**src/lacc_pkg.sv**
```systemverilog
// Shared types and constants for the logic analyzer command and capture block.
package lacc_pkg;

  // Host command codes.
  localparam logic [7:0] CMD_RESET   = 8'h00;
  localparam logic [7:0] CMD_RUN     = 8'h01;
  localparam logic [7:0] CMD_ID      = 8'h02;
  localparam logic [7:0] CMD_DESC    = 8'h04;
  localparam logic [7:0] CMD_XON     = 8'h11;
  localparam logic [7:0] CMD_XOFF    = 8'h13;
  localparam logic [7:0] CMD_TRIGGER = 8'hC0;
  localparam logic [7:0] CMD_COUNT   = 8'h81;
  localparam logic [7:0] CMD_DIVIDER = 8'h80;

  localparam logic [21:0] PERIOD_RESET = 22'h640;
  localparam int ID_LEN   = 4;
  localparam int DESC_LEN = 21;

  // Reply burst selected by the front part.
  typedef enum logic [1:0] {
    RPL_NONE = 2'd0,
    RPL_ID   = 2'd1,
    RPL_DESC = 2'd2
  } reply_t;

  // One queue entry: a reply request or a sample to send.
  typedef struct packed {
    logic   is_sample;
    logic   last;
    logic [7:0] data;
    reply_t reply;
  } job_t;

  // Identity string byte.
  function automatic logic [7:0] id_byte(input logic [1:0] i);
    logic [7:0] b;
    unique case (i)
      2'd0: b = 8'h31;
      2'd1: b = 8'h41;
      2'd2: b = 8'h4C;
      default: b = 8'h53;
    endcase
    return b;
  endfunction

endpackage

```
**src/lacc_front.sv**
```systemverilog
// Command decoder and capture engine: classifies each transaction and queues work.
module lacc_front
  import lacc_pkg::*;
#(
  parameter int SAMPLE_DEPTH = 4096,
  parameter int PROBE_COUNT  = 5
) (
  input  logic        clk,
  input  logic        rst_n,
  input  logic        in_valid,
  output logic        in_ready,
  input  logic        req_type,
  input  logic [7:0]  host_byte,
  input  logic [7:0]  probe_pins,
  output logic        job_valid,
  output job_t        job,
  input  logic        job_ready
);

  typedef enum logic [3:0] {
    PH_IDLE    = 4'b0001,
    PH_COLLECT = 4'b0010,
    PH_ARMED   = 4'b0100,
    PH_CAPTURE = 4'b1000
  } phase_t;

  localparam int CW = $clog2(SAMPLE_DEPTH + 1);
  localparam logic [CW-1:0] DEPTH_C = CW'(SAMPLE_DEPTH);
  localparam logic [7:0] PMASK = 8'((1 << PROBE_COUNT) - 1);

  phase_t phase_r, phase_nxt;
  logic [7:0]  opcode_r, opcode_nxt;
  logic [23:0] args_r, args_nxt;
  logic [2:0]  nb_r, nb_nxt;
  logic [7:0]  tmask_r, tmask_nxt;
  logic [CW-1:0] total_r, total_nxt, taken_r, taken_nxt;
  logic [21:0] period_r, period_nxt, tcnt_r, tcnt_nxt;
  logic [7:0]  prev_r, prev_nxt;
  // Divider command: pipelined multiply by reciprocal of 25.
  logic        dv_r;
  logic [26:0] dv_x_r;
  logic [59:0] dv_q_r;
  logic        dv2_r;

  logic [7:0]  pins;
  logic        acc, emit, rst_cmd;
  logic [CW-1:0] taken_inc;
  logic [18:0] cnt_v;

  assign pins = probe_pins & PMASK;
  assign in_ready = job_ready;
  assign acc = in_valid && in_ready;
  assign taken_inc = taken_r + CW'(1);
  assign cnt_v = ({3'b0, args_r[15:0]} + 19'd1) << 2;
  // A reset command cancels a divider result still in the pipeline.
  assign rst_cmd = acc && !req_type && phase_r == PH_IDLE && host_byte == CMD_RESET;

  always_comb begin
    phase_nxt = phase_r; opcode_nxt = opcode_r; args_nxt = args_r; nb_nxt = nb_r;
    tmask_nxt = tmask_r; total_nxt = total_r; period_nxt = period_r;
    tcnt_nxt = tcnt_r; taken_nxt = taken_r; prev_nxt = prev_r;
    emit = 1'b0;
    job_valid = 1'b0;
    job = '{is_sample: 1'b0, last: 1'b0, data: pins, reply: RPL_NONE};
    // Divider result lands once it has passed the operand and product registers.
    if (dv2_r) begin
      period_nxt = (dv_q_r[53:32] > 22'd16) ? dv_q_r[53:32] - 22'd16 : 22'd1;
    end
    if (acc && req_type) begin
      // Sample-clock tick.
      prev_nxt = pins;
      unique case (phase_r)
        PH_ARMED: if (tmask_r == '0 || ((pins ^ prev_r) & tmask_r) != '0) begin
          phase_nxt = PH_CAPTURE;
          emit = 1'b1;
          taken_nxt = CW'(1);
        end
        PH_CAPTURE: if (tcnt_r >= period_r) begin
          emit = 1'b1;
          taken_nxt = taken_inc;
        end else begin
          tcnt_nxt = tcnt_r + 22'd1;
        end
        default: ;
      endcase
      if (emit) begin
        tcnt_nxt = '0;
        job_valid = 1'b1;
        job.is_sample = 1'b1;
        job.last = (taken_nxt >= total_r);
        if (job.last) begin
          phase_nxt = PH_IDLE; opcode_nxt = '0; args_nxt = '0; nb_nxt = '0;
          tmask_nxt = '0; total_nxt = DEPTH_C; period_nxt = PERIOD_RESET;
          tcnt_nxt = '0; taken_nxt = '0;
        end
      end
    end else if (acc) begin
      // Host command byte.
      unique case (phase_r)
        PH_COLLECT: begin
          if (nb_r < 3'd3) args_nxt = args_r | (24'(host_byte) << {nb_r[1:0], 3'b0});
          nb_nxt = nb_r + 3'd1;
          if (nb_r == 3'd3) begin
            if (opcode_r == CMD_TRIGGER) tmask_nxt = tmask_r | (args_r[7:0] & PMASK);
            else if (opcode_r == CMD_COUNT)
              total_nxt = (cnt_v > 19'(SAMPLE_DEPTH)) ? DEPTH_C : CW'(cnt_v);
            phase_nxt = PH_IDLE; opcode_nxt = '0; args_nxt = '0; nb_nxt = '0;
          end
        end
        PH_IDLE: begin
          priority case (host_byte)
            CMD_RESET: begin
              opcode_nxt = '0; args_nxt = '0; nb_nxt = '0; tmask_nxt = '0;
              total_nxt = DEPTH_C; period_nxt = PERIOD_RESET;
              tcnt_nxt = '0; taken_nxt = '0;
            end
            CMD_RUN: begin
              tcnt_nxt = '0; taken_nxt = '0; phase_nxt = PH_ARMED;
            end
            CMD_ID: begin
              job_valid = 1'b1; job.reply = RPL_ID;
            end
            CMD_DESC: begin
              job_valid = 1'b1; job.reply = RPL_DESC;
            end
            CMD_XON, CMD_XOFF: ;
            default: begin
              opcode_nxt = host_byte; args_nxt = '0; nb_nxt = '0;
              phase_nxt = PH_COLLECT;
            end
          endcase
        end
        default: ;
      endcase
    end
  end

  always_ff @(posedge clk) begin
    if (!rst_n) begin
      phase_r <= PH_IDLE; opcode_r <= '0; args_r <= '0; nb_r <= '0; tmask_r <= '0;
      total_r <= DEPTH_C; period_r <= PERIOD_RESET; tcnt_r <= '0; taken_r <= '0;
      prev_r <= '0; dv_r <= 1'b0; dv2_r <= 1'b0;
    end else begin
      phase_r <= phase_nxt; opcode_r <= opcode_nxt; args_r <= args_nxt;
      nb_r <= nb_nxt; tmask_r <= tmask_nxt; total_r <= total_nxt;
      period_r <= period_nxt; tcnt_r <= tcnt_nxt; taken_r <= taken_nxt;
      prev_r <= prev_nxt;
      dv_r <= acc && !req_type && phase_r == PH_COLLECT && nb_r == 3'd3
              && opcode_r == CMD_DIVIDER;
      dv2_r <= dv_r && !rst_cmd;
    end
  end

  // Operand and product registers for the divide by 25 (floor(x*k/2^32), k=ceil(2^32/25)).
  always_ff @(posedge clk) begin
    dv_x_r <= ({3'b0, args_r} + 27'd1) << 2;
    dv_q_r <= 60'(dv_x_r) * 60'd171798692;
  end

endmodule

```
**src/lacc_back.sv**
```systemverilog
// Output sequencer: plays reply bursts and samples from the queue onto the result stream.
module lacc_back
  import lacc_pkg::*;
#(
  parameter int SAMPLE_DEPTH = 4096,
  parameter int PROBE_COUNT  = 5
) (
  input  logic       clk,
  input  logic       rst_n,
  input  logic       job_valid,
  input  job_t       job,
  output logic       job_ready,
  output logic       out_tvalid,
  input  logic       out_tready,
  output logic [7:0] out_tdata,
  output logic       out_tuser,
  output logic       out_tlast
);

  localparam logic [31:0] DEPTH32 = 32'(SAMPLE_DEPTH);

  // Two-entry queue between decoder and sequencer.
  job_t q_r [2];
  logic [1:0] cnt_r, cnt_nxt;
  logic       rd_r, wr_r;
  reply_t     cur_r;
  logic [4:0] idx_r;
  logic       busy, pop, push, take;
  job_t       head;
  logic [7:0] rb;
  logic       rlast;

  assign head = q_r[rd_r];
  assign busy = cur_r != RPL_NONE;
  assign take = !out_tvalid || out_tready;
  assign pop  = cnt_r != 2'd0 && !busy && take;
  assign push = job_valid && job_ready;
  assign job_ready = cnt_r != 2'd2;
  assign cnt_nxt = cnt_r + 2'(push) - 2'(pop);

  // Reply byte for the running burst.
  always_comb begin
    rb = 8'h00;
    rlast = 1'b0;
    if (cur_r == RPL_ID) begin
      rb = id_byte(idx_r[1:0]);
      rlast = idx_r == 5'(ID_LEN - 1);
    end else begin
      rlast = idx_r == 5'(DESC_LEN - 1);
      unique case (idx_r)
        5'd0: rb = 8'h01; 5'd1: rb = 8'h42; 5'd2: rb = 8'h50; 5'd3: rb = 8'h76;
        5'd4: rb = 8'h33; 5'd5: rb = 8'h00; 5'd6: rb = 8'h21;
        5'd7: rb = DEPTH32[31:24]; 5'd8: rb = DEPTH32[23:16];
        5'd9: rb = DEPTH32[15:8]; 5'd10: rb = DEPTH32[7:0];
        5'd11: rb = 8'h23; 5'd12: rb = 8'h00; 5'd13: rb = 8'h0F; 5'd14: rb = 8'h42;
        5'd15: rb = 8'h40; 5'd16: rb = 8'h40; 5'd17: rb = 8'(PROBE_COUNT);
        5'd18: rb = 8'h41; 5'd19: rb = 8'h02;
        default: rb = 8'h00;
      endcase
    end
  end

  always_ff @(posedge clk) begin
    if (push) q_r[wr_r] <= job;
  end

  // Output register and burst sequencing.
  always_ff @(posedge clk) begin
    if (!rst_n) begin
      cnt_r <= '0; rd_r <= 1'b0; wr_r <= 1'b0; cur_r <= RPL_NONE; idx_r <= '0;
      out_tvalid <= 1'b0; out_tdata <= '0; out_tuser <= 1'b0; out_tlast <= 1'b0;
    end else begin
      cnt_r <= cnt_nxt;
      if (push) wr_r <= !wr_r;
      if (busy && take) begin
        out_tvalid <= 1'b1; out_tdata <= rb; out_tuser <= 1'b0; out_tlast <= rlast;
        idx_r <= idx_r + 5'd1;
        if (rlast) begin
          cur_r <= RPL_NONE; idx_r <= '0;
        end
      end else if (pop) begin
        rd_r <= !rd_r;
        if (head.is_sample) begin
          out_tvalid <= 1'b1; out_tdata <= head.data; out_tuser <= 1'b1;
          out_tlast <= head.last;
        end else begin
          out_tvalid <= 1'b0; cur_r <= head.reply; idx_r <= '0;
        end
      end else if (out_tready) begin
        out_tvalid <= 1'b0;
      end
    end
  end

endmodule

```
**src/logic_analyzer_command_and_capture.sv**
```systemverilog
// Top level of the logic analyzer command decoder and capture engine.
//  channel | direction | contents
//  in_     | slave     | tdata: host_byte, probe_pins; tuser: req_type
//  out_    | master    | tdata: out_byte; tuser: out_kind; tlast: out_last
// One input transaction a cycle while the two-entry job queue has room.
// Samples pass through the job queue and the output register; a reply burst plays one
// byte per cycle from the sequencer while out_tready allows, 4 bytes for ID and 21 for DESC.
// The divider command updates the period from its last byte through the operand and product registers.
// Reset is synchronous; out_tready low stalls the sequencer and then the queue.
module logic_analyzer_command_and_capture
  import lacc_pkg::*;
#(
  parameter int SAMPLE_DEPTH = 4096,
  parameter int PROBE_COUNT  = 5
) (
  input  logic        clk,
  input  logic        rst_n,
  input  logic        in_tvalid,
  output logic        in_tready,
  input  logic [15:0] in_tdata,   // host_byte, probe_pins
  input  logic        in_tuser,   // req_type
  output logic        out_tvalid,
  input  logic        out_tready,
  output logic [7:0]  out_tdata,  // out_byte
  output logic        out_tuser,  // out_kind
  output logic        out_tlast
);

  logic job_valid, job_ready;
  job_t job;

  lacc_front #(.SAMPLE_DEPTH(SAMPLE_DEPTH), .PROBE_COUNT(PROBE_COUNT)) u_front (
    .clk, .rst_n, .in_valid(in_tvalid), .in_ready(in_tready), .req_type(in_tuser),
    .host_byte(in_tdata[7:0]), .probe_pins(in_tdata[15:8]),
    .job_valid, .job, .job_ready
  );

  lacc_back #(.SAMPLE_DEPTH(SAMPLE_DEPTH), .PROBE_COUNT(PROBE_COUNT)) u_back (
    .clk, .rst_n, .job_valid, .job, .job_ready,
    .out_tvalid, .out_tready, .out_tdata, .out_tuser, .out_tlast
  );

`ifndef NO_ASSERTIONS
  // A job offered to a full queue is never accepted.
  a_no_overflow: assert property (@(posedge clk) disable iff (!rst_n)
    job_valid && !job_ready |-> !(in_tvalid && in_tready)) else $error("queue overflow");
  // Captured samples fit within the probe width.
  a_sample_width: assert property (@(posedge clk) disable iff (!rst_n)
    out_tvalid && out_tuser |-> (out_tdata >> PROBE_COUNT) == 8'h00)
    else $error("sample wider than probes");
`endif

endmodule

```
**config.mk**
```make
export PLATFORM = sky130hd
export DESIGN_NAME = logic_analyzer_command_and_capture
export DESIGN_NICKNAME = d
export VERILOG_FILES = /design/src/lacc_pkg.sv /design/src/lacc_front.sv /design/src/lacc_back.sv /design/src/logic_analyzer_command_and_capture.sv
export SDC_FILE = /design/constraint.sdc
export NUM_CORES = 1
export LEC_CHECK = 0
export ABC_CLOCK_PERIOD_IN_PS = 8300
export BUFFER_PORTS_ARGS = -buffer_cell sky130_fd_sc_hd__buf_2
export CORE_ASPECT_RATIO = 0.7
export CORE_MARGIN = 2
export CORE_UTILIZATION = 23
export DETAILED_ROUTE_END_ITERATION = 6
export GPL_TIMING_DRIVEN = 0
export PLACE_DENSITY = 0.44
export SLEW_MARGIN = 0
export SYNTH_ARGS = -nofsm -noshare
export SYNTH_HDL_FRONTEND = slang
export SYNTH_HIERARCHICAL = 1
export SYNTH_SLANG_ARGS = --single-unit
```
**constraint.sdc**
```tcl
create_clock -name clk -period 8.3 [get_ports clk]
set_clock_uncertainty 0.1 [all_clocks]
set_input_delay 0 -clock clk [delete_from_list [all_inputs] [get_ports clk]]
set_output_delay 0 -clock clk [all_outputs]
set_load 0.005 [all_outputs]
```
After elaboration in Yosys (flattened, before gate mapping)
Memories as Yosys holds them, arrays and structs flattened. A register that Yosys moved wholly into a read port is not among the register bits.
Index checks and enable logic that the tools add are counted.
{"block": "totals", "regBits": 221, "ram_bits": 18, "mem_bits_ro": 224, "in_bits": 21, "output_inout_bits": 12, "elab_cells": 246, "n_memories": 2}
{"block": "op_classes", "add_sub_neg": 9, "multipliers": 1, "magnitude_cmp": 5, "n_eq_ne": 33, "shift": 1, "muxes": 114, "bitwise_logic": 6, "n_reduce_logical": 52}
{"name": "(no name shown)", "depth": 32, "word_bits": 7, "rd": 1, "rd_ports_with_merged_regs": 1, "write_ports": 0, "line": "lacc_back.sv:50", "rtl": "unique case (idx_r)"}
{"name": "u_back.q_r", "depth": 2, "word_bits": 9, "rd": 1, "rd_ports_with_merged_regs": 1, "write_ports": 1, "line": "lacc_back.sv:23", "rtl": "job_t q_r [2];"}
{"cell": "$mux W22", "n": 15}
{"cell": "$mux W13", "n": 18}
{"cell": "$mux W24", "n": 7}
{"cell": "$mux W8", "n": 14}
{"cell": "$pmux W13 S2", "n": 2}
{"cell": "$mul A25 B26 Y50 const B", "n": 1}
{"cell": "$pmux W24 S2", "n": 1}
{"cell": "$pmux W8 S2", "n": 3}
{"cell": "$mux W5", "n": 6}
{"cell": "$mux W4", "n": 7}
{"cell": "$add A24 B1 Y25 const B", "n": 1}
{"cell": "$eq A8 B8 Y1 const B", "n": 3}
{"cell": "$or A24 B24 Y24", "n": 1}
{"cell": "$shl A8 B5 Y24", "n": 1}
{"cell": "$add A22 B1 Y22 const B", "n": 1}
{"cell": "$ge A22 B22 Y1", "n": 1}
{"cell": "$gt A22 B5 Y1 const B", "n": 1}
{"cell": "$sub A22 B5 Y22 const B", "n": 1}
{"cell": "$pmux W7 S3", "n": 1}
{"cell": "$mux W1", "n": 20}
{"cell": "$gt A19 B13 Y1 const B", "n": 1}
{"cell": "$mux W2", "n": 9}
{"cell": "$mux W3", "n": 6}
{"cell": "$add A16 B1 Y17 const B", "n": 1}
{"cell": "other kinds (51)", "n": 99}

Logic depth before layout (Yosys ltp)
Gate-level depths: netlist of run 1.
{"block": "logic_depth", "ltp_word": 12, "ltp_mapped": 24, "mapped_depth_nobuf": 24}

By module
The synthesis of run 1 kept the hierarchy.
{"mod": "lacc_front", "n_inst": 1, "cells_each": 1957, "area_per_inst_um2": 18162.4, "seq_area_each_um2": 3323.2}
{"mod": "lacc_back", "n_inst": 1, "cells_each": 250, "area_per_inst_um2": 2602.5, "seq_area_each_um2": 1321.3}

Least setup slack after synthesis of run 1
OpenSTA, ideal clock, no wires.
{"block": "synth_path", "path_type": "register -> register", "startpoint": "register u_front.dv_x_r[10]", "endpoint": "register u_front.dv_q_r[52]", "setup_ps": 106, "t_arrival_ps": 6231, "required_time_ps": 8094, "setup_slack_ps": 1863, "path_stages_with_launch": 23, "n_path_buf": 0, "synth_period_minus_slack_ps": 6437, "path_cell_list": "dfxtp_1 inv_1 fa_1 inv_1 fa_1 inv_1 fa_1 inv_1 fa_1 fa_1 fa_1 inv_1 fa_1 inv_1 ha_1 nand3_1 a2111oi_0 a211oi_1 a211oi_1 nor3_1 o31ai_1 nor2_1 o311ai_0"}
{"block": "synth_via", "elab_chain_cells": 1}
{"element": "start, declared", "line": "lacc_front.sv:41", "rtl": "logic [26:0] dv_x_r;"}
{"element": "start signal, assigned", "line": "lacc_front.sv:156", "rtl": "dv_x_r <= ({3'b0, args_r} + 27'd1) << 2;"}
{"element": "$mul A25 B26 Y50", "line": "lacc_front.sv:157", "rtl": "dv_q_r <= 60'(dv_x_r) * 60'd171798692;"}
{"element": "end signal, assigned", "line": "lacc_front.sv:157"}
{"element": "end, declared", "line": "lacc_front.sv:42", "rtl": "logic [59:0] dv_q_r;"}
No other way between the ends.
A chain may end at the register's enable or synchronous reset.

Final worst setup path of run 1
Ends and elaborated chain as after synthesis.

==> flow_summary.ini, run 1 <==
[critical_path]
cp.required_ns = 8.63
cp.depth = 22
worst_r2r_path_depth = 22
crit-reg2reg-launch = u_front/dv_x_r[10]$_DFF_P_
r2r_setup_slack_ns = 0.59
critPathMaxFanout = 9
crit_slowest_cell = dfxtp_1
path_delay_family = adder cells
endpoint_kind = flip-flop
startpoint_type = flip-flop
worst-path-buf-inv = 6
r2r_end = u_front/dv_q_r[52]$_DFF_P_
worstPathArrival_ns = 8.04
critPathMaxStageDelay_ns = 0.73
crit_start = u_front/dv_x_r[10]$_DFF_P_
path_common_cell = fa_1
crit_type = reg2reg
path_cells = inv_1 > fa_1 > inv_1 > fa_1 > inv_1 > fa_1 > inv_1 > fa_1 > fa_1 > fa_1 > inv_1 > fa_1 > inv_1 > ha_1 > nand3_1 > a2111oi_0 > a211oi_1 > a211oi_1 > nor3_1 > o31ai_2 > nor2_1 > o311ai_0
crit_path_end = u_front/dv_q_r[52]$_DFF_P_

[clock_tree]
cts_tree = done
clock_sinks = 220
cts_buffers = 24
root_buffer = clkbuf_16
clock_latency_ns = 0.57
clockBufferDepth = 3
cts_setup_buffers = 0
path_clk_slew_ns = 0.07
htree_levels = 1

[synthesis]
synth_edf_count = 24
synthArstFlopShare_pct = 0
ys_warn_count = 6
synth_ff_type = dfxtp_1
synth_area_sq_um = 20800
synthCells = 2207
synth.yosys.seq_area_share_pct = 22.4
synth.distinct_cells = 96
synth.avg_cell_area_sq_um = 9.41
ys_ff_latch = 220

[pwr]
finalPower_mw = 3.83
power_density_nw_per_um2 = 164
ir_worst_vdd_mv = 0.111
p_leak_nw = 10.9

[layout]
regArea_sq_um = 4640
fill_cells = 9767
drive_gt1_share_pct = 6.27
antenna_cells = 0
multi_input_area_sq_um = 14100
num-nets-final = 2824
layout.cells.non_filler = 3473
layout.core_utilization_pct = 26.1
syn_to_final_growth_pct = 12.7
post-route-cell-area_sq_um = 23400

[placed_design]
dp_cells = 3411
dp_slack_ns = 0.417
numPortBuffers = 27
gp_congestion = 0.845
postPlaceCellArea_sq_um = 22400
dp_hpwl_um = 48900

[drt]
finalWirelength_um = 59000
drtAntennaViolNets = 0
wl_per_cell_um = 17.0
drt-pass1-iter-count = 5
first_iter_violations = 1165
dr_total_vias = 15205
drcViolationCount = 0
avgViaCountPerCell = 4.38

[floorplan]
start_util_pct = 23.1
design.core.area_sq_um = 89800
ios = 33
die_w_um = 363
die_h_um = 255
dieArea_sq_um = 92700
num_rows = 92

[timing]
max_slew_margin_pct = 6.18
worst_hold_slack_ns = 0.166
period_needed_ns = 7.71
rsz0062_at_grt = false
hold_viol = 0
final.setup.tns_ns = 0
slew_violations = 0
tightest_slew_ns = 1.40
fmax_ghz = 0.130
post-route-period-util_pct = 92.9
finalWorstSetupSlack_ns = 0.591
setup_viol = 0

[run_status]
status = complete, no violations

[global_routing]
grt_max_degree = 16
grt_pass1_vias = 15082
antenna_found_initial = 1
grtUsageTotal_pct = 12.7
grt_pass1_wl_um = 91800
grt_overflow_total = 0

[hold_path]
hp-class = in2reg

[flow_run]
cap_violations = 0
## metal layers
layer	global-route usage (%)	part of all wire, %
met1	22.4	60
met5	0	0
met3	2.21	5.1
met4	1.38	0.95
met2	15.4	34
## worst min-delay path, stage by stage
cell and delay, ns:
dlygate4sd3_1 0.54, buf_2 0.15, nand2_1 0.06, a21oi_1 0.05
## cells in the mapped netlist (22+ instances only)
library cell    n  area share [%]
a211oi_1       32             1.2
a21oi_1        71             1.7
a22oi_1        22            0.80
and3_1         22            0.66
clkbuf_1       38            0.69
dfxtp_1       196              19
edfxtp_1       24             3.5
fa_1          214              21
ha_1          309              19
inv_1         464             8.4
mux2i_1        23             1.1
nand2_1       101             1.8
nand3_1        48             1.2
nand4_1        24            0.72
nor2_1        107             1.9
nor3_1         61             1.5
nor4_1         23            0.69
o21ai_0        54             1.3
xnor2_1        68             2.9
xor2_1         28             1.2
## placed cells by master (no fill, tap or decap), types with 54 or more instances in the layout
cell type and n:
inv_1 464, ha_1 309, fa_1 214, dfxtp_1 196, nor2_1 107, nand2_1 101, a21oi_1 71, xnor2_1 68
nor3_1 61, o21ai_0 54
## state kept, by name (all words and copies together) (netlist names), 2 cells and up, named ones only
name / count
u_front/phase_r: 4
u_front/nb_r: 3
u_front/period_r: 22
u_front/tcnt_r: 22
u_front/args_r: 24
u_front/dv_q_r: 22
u_back/cur_r: 2
u_front/total_r: 11
u_front/tmask_r: 5
u_front/opcode_r: 8
u_front/taken_r: 13
u_back/out_tdata: 8
u_back/cnt_r: 2
u_back/q_r: 24
u_front/prev_r: 5
u_front/dv_x_r: 25
u_back/idx_r: 5
## worst min path at each step
stage                 startpoint                             end  slack [ns]  depth (start not counted)
finish              in_tdata[12]  u_front/prev_r[4]$_SDFFE_PN0P_        0.17                          4
global route         in_tdata[8]  u_front/prev_r[0]$_SDFFE_PN0P_        0.17                          4
CTS                 in_tdata[12]  u_front/prev_r[4]$_SDFFE_PN0P_        0.13                          4
detailed placement  in_tdata[10]  u_front/prev_r[2]$_SDFFE_PN0P_        0.19                          3
global placement    in_tdata[10]  u_front/prev_r[2]$_SDFFE_PN0P_        0.18                          3
floorplan            in_tdata[8]  u_front/prev_r[0]$_SDFFE_PN0P_        0.04                          2
## cell families after synthesis
family / synth area share, %
buf+inv: 9.89
mux: 1.27
other cells: 0.0181
fa+ha+maj: 39.3
xor+xnor: 4.05
simple gates: 11.6
flops: 22.4
compound gates: 11.5
## what timing repair did
action | in CTS | in global routing
hold endpoints to repair | 48 | 0
endpoints found under the setup margin | 0 | 1
gates resized for setup | 0 | 1
hold buffers | 18 | 0
## final cells by class
| type | instances | share of cell area, % |
|---|---|---|
| buffer | 64 | 1.30 |
| sequential | 220 | 19.9 |
| multi-input combinational | 1459 | 60.2 |
| inverter | 466 | 7.48 |
| timing repair buffer | 45 | 1.35 |
| tap | 1175 | 6.28 |
| clock inverter | 13 | 0.572 |
| clock buffer | 31 | 2.98 |
## report_power, final
part / switching (mW) / internal, mW / total (mW)
Combinational: 0.927 / 0.560 / 1.49
Sequential: 0.0722 / 1.14 / 1.21
Clock: 0.499 / 0.636 / 1.13
Total: 1.50 / 2.34 / 3.83
(Power assumes the default switching activity.)
==> run 2: changes to the inputs <==
--- a/config.mk
+++ b/config.mk
@@ -5,8 +5,9 @@
 export SDC_FILE = /design/constraint.sdc
 export NUM_CORES = 1
 export LEC_CHECK = 0
-export ABC_CLOCK_PERIOD_IN_PS = 8300
+export ABC_CLOCK_PERIOD_IN_PS = 10000
 export BUFFER_PORTS_ARGS = -buffer_cell sky130_fd_sc_hd__buf_2
+export CAP_MARGIN = 10
 export CORE_ASPECT_RATIO = 0.7
 export CORE_MARGIN = 2
 export CORE_UTILIZATION = 23
==> constraint.sdc (replaced) <==
create_clock -name clk -period 10 [get_ports clk]
set_clock_uncertainty 0.1 [all_clocks]
set_input_delay 0 -clock clk [delete_from_list [all_inputs] [get_ports clk]]
set_output_delay 0 -clock clk [all_outputs]
set_load 0.005 [all_outputs]
==> flow_summary.ini, run 2 (synthesized netlist as in run 1, its figures left out) <==
[clock_tree]
cts_setup_buffers = 0
clockBufferDepth = 3
htree_levels = 1
cts_tree = done
cts_buffers = 24
post_cts_resized = 0
root_buffer = clkbuf_16
clock_sinks = 220
clock_latency_ns = 0.57
path_clk_slew_ns = 0.07

[timing]
worst_hold_slack_ns = 0.166
post-route-period-util_pct = 79.2
setup_viol = 0
fmax_ghz = 0.126
finalWorstSetupSlack_ns = 2.08
final.setup.tns_ns = 0
tightest_slew_ns = 1.28
rsz0062_at_grt = false
period_needed_ns = 7.92
hold_viol = 0
max_slew_margin_pct = 13.6
slew_violations = 0

[floorplan]
ios = 33
dieArea_sq_um = 92700
design.core.area_sq_um = 89800
die_w_um = 363
die_h_um = 255
num_rows = 92
start_util_pct = 23.1

[layout]
regArea_sq_um = 4640
final_cell_mix = 464 x inv_1, 309 x ha_1, 214 x fa_1, 196 x dfxtp_1, 107 x nor2_1
multi_input_area_sq_um = 14100
antenna_cells = 0
largest_register_ffs = 25
layout.cells.non_filler = 3475
reg_top3 = u_front/dv_x_r: 25 flops, u_back/q_r: 24 flops, u_front/args_r: 24 flops
fill_cells = 9765
drive_gt1_share_pct = 6.30
top_register = u_front/dv_x_r
num-nets-final = 2826
syn_to_final_growth_pct = 12.7
final_common_cell = inv_1

[drt]
drt-pass1-iter-count = 5
drcViolationCount = 0
wl_per_cell_um = 17.0
first_iter_violations = 1089
drtAntennaViolNets = 0
finalWirelength_um = 58900
dr_total_vias = 15206
avgViaCountPerCell = 4.38

[global_routing]
grt_max_degree = 16
grtUsageTotal_pct = 12.7
grt_overflow_total = 0
antenna_found_initial = 1
grt_pass1_vias = 15082
grt_pass1_wl_um = 91800

[critical_path]
cp.required_ns = 10.32
critPathMaxFanout = 9
crit_slowest_cell = dfxtp_1
endpoint_kind = flip-flop
startpoint_type = flip-flop
critPathMaxStageDelay_ns = 0.74
path_cells = inv_1 > fa_1 > inv_1 > fa_1 > inv_1 > fa_1 > inv_1 > fa_1 > fa_1 > fa_1 > inv_1 > fa_1 > inv_1 > ha_1 > nand3_1 > a2111oi_0 > a211oi_1 > a211oi_1 > nor3_1 > o31ai_1 > nor2_1 > o311ai_0
path_delay_family = adder cells
crit_type = reg2reg
path_common_cell = fa_1
worst-path-buf-inv = 6
worstPathArrival_ns = 8.25

[pwr]
p_leak_nw = 10.9
power_density_nw_per_um2 = 136
ir_worst_vdd_mv = 0.0920

[placed_design]
dp_slack_ns = 2.12
numPortBuffers = 27
gp_congestion = 0.845
dp_cells = 3411
dp_hpwl_um = 48900

[run_status]
status = complete, no violations

[hold_path]
hp-class = in2reg

[flow_run]
cap_violations = 0
[run 2: changes by cell type in the layout (fill, tap and decap cells not counted), sizes merged]
cell,delta
buf,+2
[run 2: worst register-to-register path, cell delays in order (launching register included)]
cell	delay [ns]
dfxtp_1	0.74
inv_1	0.21
fa_1	0.54
inv_1	0.11
fa_1	0.53
inv_1	0.06
fa_1	0.56
inv_1	0.07
fa_1	0.52
fa_1	0.48
fa_1	0.56
inv_1	0.05
fa_1	0.52
inv_1	0.04
ha_1	0.31
nand3_1	0.09
a2111oi_0	0.44
a211oi_1	0.15
a211oi_1	0.38
nor3_1	0.20
o31ai_1	0.69
nor2_1	0.14
o311ai_0	0.28
[run 2: area by class of cell]
class	instances	share of cell area (%)
tap	1175	6.28
multi-input combinational	1459	60.1
clock buffer	31	2.98
timing repair buffer	47	1.39
buffer	64	1.30
sequential	220	19.8
clock inverter	13	0.572
inverter	466	7.48
[run 2: path summary, 6_finish.rpt]
check | slack [ns] | cells after the start | startpoint | end
max | 2.08 | 22 | u_front/dv_x_r[10]$_DFF_P_ | u_front/dv_q_r[52]$_DFF_P_
min reg2reg | 0.36 | 1 | u_front/nb_r[2]$_SDFFE_PN0P_ | u_front/nb_r[2]$_SDFFE_PN0P_
min | 0.17 | 4 | in_tdata[12] | u_front/prev_r[4]$_SDFFE_PN0P_
max reg2reg | 2.08 | 22 | u_front/dv_x_r[10]$_DFF_P_ | u_front/dv_q_r[52]$_DFF_P_
[run 2: power by group]
group	leakage, nW	switching [mW]	internal (mW)
clock network	0.409	0.412	0.528
logic	8.69	0.767	0.465
registers	1.81	0.0595	0.946
total	10.9	1.24	1.94
[run 2: per-stage QoR]
| step | area (sq um) | utilization, % | power (mW) |
|---|---|---|---|
| finish | 23400 | 26.1 | 3.18 |
| global route | 23400 | 26.1 | 3.45 |
| CTS | 23400 | 26.1 | 3.22 |
| detailed placement | 22400 | 24.9 | 2.24 |
| global placement | 22400 | 24.9 | 2.26 |
| floorplan | 20800 | - | 1.86 |
[run 2: per-layer routing]
metal | vias to the layer above | global-route usage [%] | wire length, um
met2 | 335 | 15.4 | 20200
met4 | 0 | 1.38 | 567
met5 | - | 0 | 0
li1 | 7537 | - | -
met1 | 7294 | 22.4 | 34800
met3 | 40 | 2.21 | 3360
[run 2: what timing repair did]
action | in CTS | in global routing
endpoints found under the setup margin | 0 | 0
endpoints found under the hold margin | 48 | 0
hold buffers | 18 | 0
==> run 3: changes to the inputs <==
--- a/config.mk
+++ b/config.mk
@@ -5,7 +5,7 @@
 export SDC_FILE = /design/constraint.sdc
 export NUM_CORES = 1
 export LEC_CHECK = 0
-export ABC_CLOCK_PERIOD_IN_PS = 10000
+export ABC_CLOCK_PERIOD_IN_PS = 7100
 export BUFFER_PORTS_ARGS = -buffer_cell sky130_fd_sc_hd__buf_2
 export CAP_MARGIN = 10
 export CORE_ASPECT_RATIO = 0.7
@@ -13,7 +13,7 @@
 export CORE_UTILIZATION = 23
 export DETAILED_ROUTE_END_ITERATION = 6
 export GPL_TIMING_DRIVEN = 0
-export PLACE_DENSITY = 0.44
+export PLACE_DENSITY = 0.46
 export SLEW_MARGIN = 0
 export SYNTH_ARGS = -nofsm -noshare
 export SYNTH_HDL_FRONTEND = slang
==> constraint.sdc (replaced) <==
create_clock -name clk -period 7.1 [get_ports clk]
set_clock_uncertainty 0.1 [all_clocks]
set_input_delay 0 -clock clk [delete_from_list [all_inputs] [get_ports clk]]
set_output_delay 0 -clock clk [all_outputs]
set_load 0.005 [all_outputs]
==> flow_summary.ini, run 3 (synthesized netlist as in run 1, its figures left out) <==
[run_status]
status = complete, no violations

[critical_path]
startpoint_type = flip-flop
worst-path-buf-inv = 2
path_common_cell = fa_1
path_delay_family = adder cells
critPathMaxStageDelay_ns = 0.73
critPathMaxFanout = 7
endpoint_kind = flip-flop
crit_type = reg2reg
worstPathArrival_ns = 7.15
crit_slowest_cell = dfxtp_1
path_cells = fa_1 > fa_1 > ha_1 > fa_1 > fa_1 > fa_1 > inv_1 > fa_1 > inv_1 > ha_1 > nand3_1 > a2111oi_4 > a211oi_2 > a211oi_4 > nor3_4 > o31ai_4 > nor2_1 > o311ai_0
cp.required_ns = 7.43

[pwr]
ir_worst_vdd_mv = 0.137
p_comb_share_pct = 38.9
p_leak_nw = 11.0
switching_power_mw = 1.77
seqPwrFrac_pct = 30.8
clockPowerShare_pct = 30.3
power.internal_mw = 2.84
power_density_nw_per_um2 = 195
finalPower_mw = 4.61
switching_share_pct = 38.4

[layout]
final_cell_mix = 464 x inv_1, 308 x ha_1, 214 x fa_1, 188 x dfxtp_1, 105 x nor2_1
regArea_sq_um = 4670
top_register = u_front/dv_x_r
layout.core_utilization_pct = 26.3
multi_input_area_sq_um = 14200
syn_to_final_growth_pct = 13.7
largest_register_ffs = 25
final_common_cell = inv_1
num-nets-final = 2828
reg_top3 = u_front/dv_x_r: 25 flops, u_back/q_r: 24 flops, u_front/args_r: 24 flops
antenna_cells = 0
drive_gt1_share_pct = 7.48
fill_cells = 9718

[placed_design]
dp_hpwl_um = 47800
numPortBuffers = 27
dp_slack_ns = -0.771
gp_congestion = 0.875

[clock_tree]
root_buffer = clkbuf_16
htree_levels = 1
clock_sinks = 220
cts_buffers = 23
path_clk_slew_ns = 0.07
clockBufferDepth = 3
cts_tree = done
clock_latency_ns = 0.56

[drt]
dr_total_vias = 15159
drt-pass1-iter-count = 5
avgViaCountPerCell = 4.36
drcViolationCount = 0
drtAntennaViolNets = 0
finalWirelength_um = 57400
first_iter_violations = 1122
wl_per_cell_um = 16.5

[floorplan]
ios = 33
num_rows = 92
design.core.area_sq_um = 89800
dieArea_sq_um = 92700
start_util_pct = 23.1
die_w_um = 363
die_h_um = 255

[timing]
rsz0062_at_grt = false
max_slew_margin_pct = 9.66
tightest_slew_ns = 1.34
hold_viol = 0
post-route-period-util_pct = 96.1
slew_violations = 0
period_needed_ns = 6.83
setup_viol = 0
fmax_ghz = 0.147
finalWorstSetupSlack_ns = 0.275
final.setup.tns_ns = 0

[global_routing]
grt_max_degree = 16
grtUsageTotal_pct = 12.6
grt_pass1_wl_um = 91100
antenna_found_initial = 1
grt_overflow_total = 0
grt_pass1_vias = 14942

[hold_path]
hp-class = in2reg

[flow_run]
cap_violations = 0
-- run 3: cell count changes in the layout (fill, tap and decap cells not counted), moves of 3 or more --
cell       delta
a211oi_1      -3
clkbuf_8      -3
dfxtp_1       -8
dfxtp_4       +5
dfxtp_2       +3
buf_4         +4
bufinv_16     +4
-- run 3: final timing paths --
| check | start | end | slack [ns] | cells past startpoint |
|---|---|---|---|---|
| hold / removal | in_tdata[9] | u_front/prev_r[1]$_SDFFE_PN0P_ | 0.17 | 4 |
| setup / recovery | u_front/dv_x_r[17]$_DFF_P_ | u_front/dv_q_r[52]$_DFF_P_ | 0.27 | 18 |
| setup reg to reg | u_front/dv_x_r[17]$_DFF_P_ | u_front/dv_q_r[52]$_DFF_P_ | 0.27 | 18 |
| hold reg to reg | u_front/opcode_r[7]$_SDFFE_PN0P_ | u_front/opcode_r[7]$_SDFFE_PN0P_ | 0.36 | 2 |
-- run 3: layout make-up --
class | instances | area share, %
multi-input combinational | 1459 | 60.2
sequential | 220 | 19.8
inverter | 466 | 7.41
tap | 1175 | 6.22
clock buffer | 27 | 2.68
timing repair buffer | 50 | 1.48
buffer | 64 | 1.29
clock inverter | 15 | 0.991
-- run 3: power by group through the flow --
stage	clock network (mW)	logic (mW)	registers (mW)
after floorplan	0	1.20	1.42
after global placement	0	1.72	1.45
after detailed placement	0	1.70	1.45
after CTS	1.44	1.75	1.42
after global routing	1.49	2.07	1.43
final	1.40	1.79	1.42
-- run 3: layer usage --
| layer | track usage, % | vias up | wire [um] |
|---|---|---|---|
| li1 | - | 7528 | - |
| met1 | 21.8 | 7277 | 33300 |
| met2 | 15.5 | 325 | 20000 |
| met3 | 2.50 | 29 | 3600 |
| met4 | 1.38 | 0 | 514 |
| met5 | 0 | - | 0 |
-- run 3: timing repair --
item	in CTS	in global routing
hold endpoints to repair	50	0
pin swaps	1	5
setup endpoints to repair	13	10
hold buffers	18	0
setup buffers	0	3
gates resized for setup	21	16
-- run 3: stage by stage --
step,instance area (sq um),hold WS [ns],std cells
after floorplan,20800,0.0360,2209
after global placement,22400,0.178,3411
after detailed placement,22400,0.186,3411
after CTS,23500,0.146,3471
after global routing,23600,0.183,3476
final,23600,0.171,3476
-- run 3: tightest hold or removal path, delay by kind of cell --
family | cells | cell delay (ns)
AOI/OAI and AO/OA | 1 | 0.05
and+or+nand+nor | 1 | 0.05
buffers and inverters | 2 | 0.68
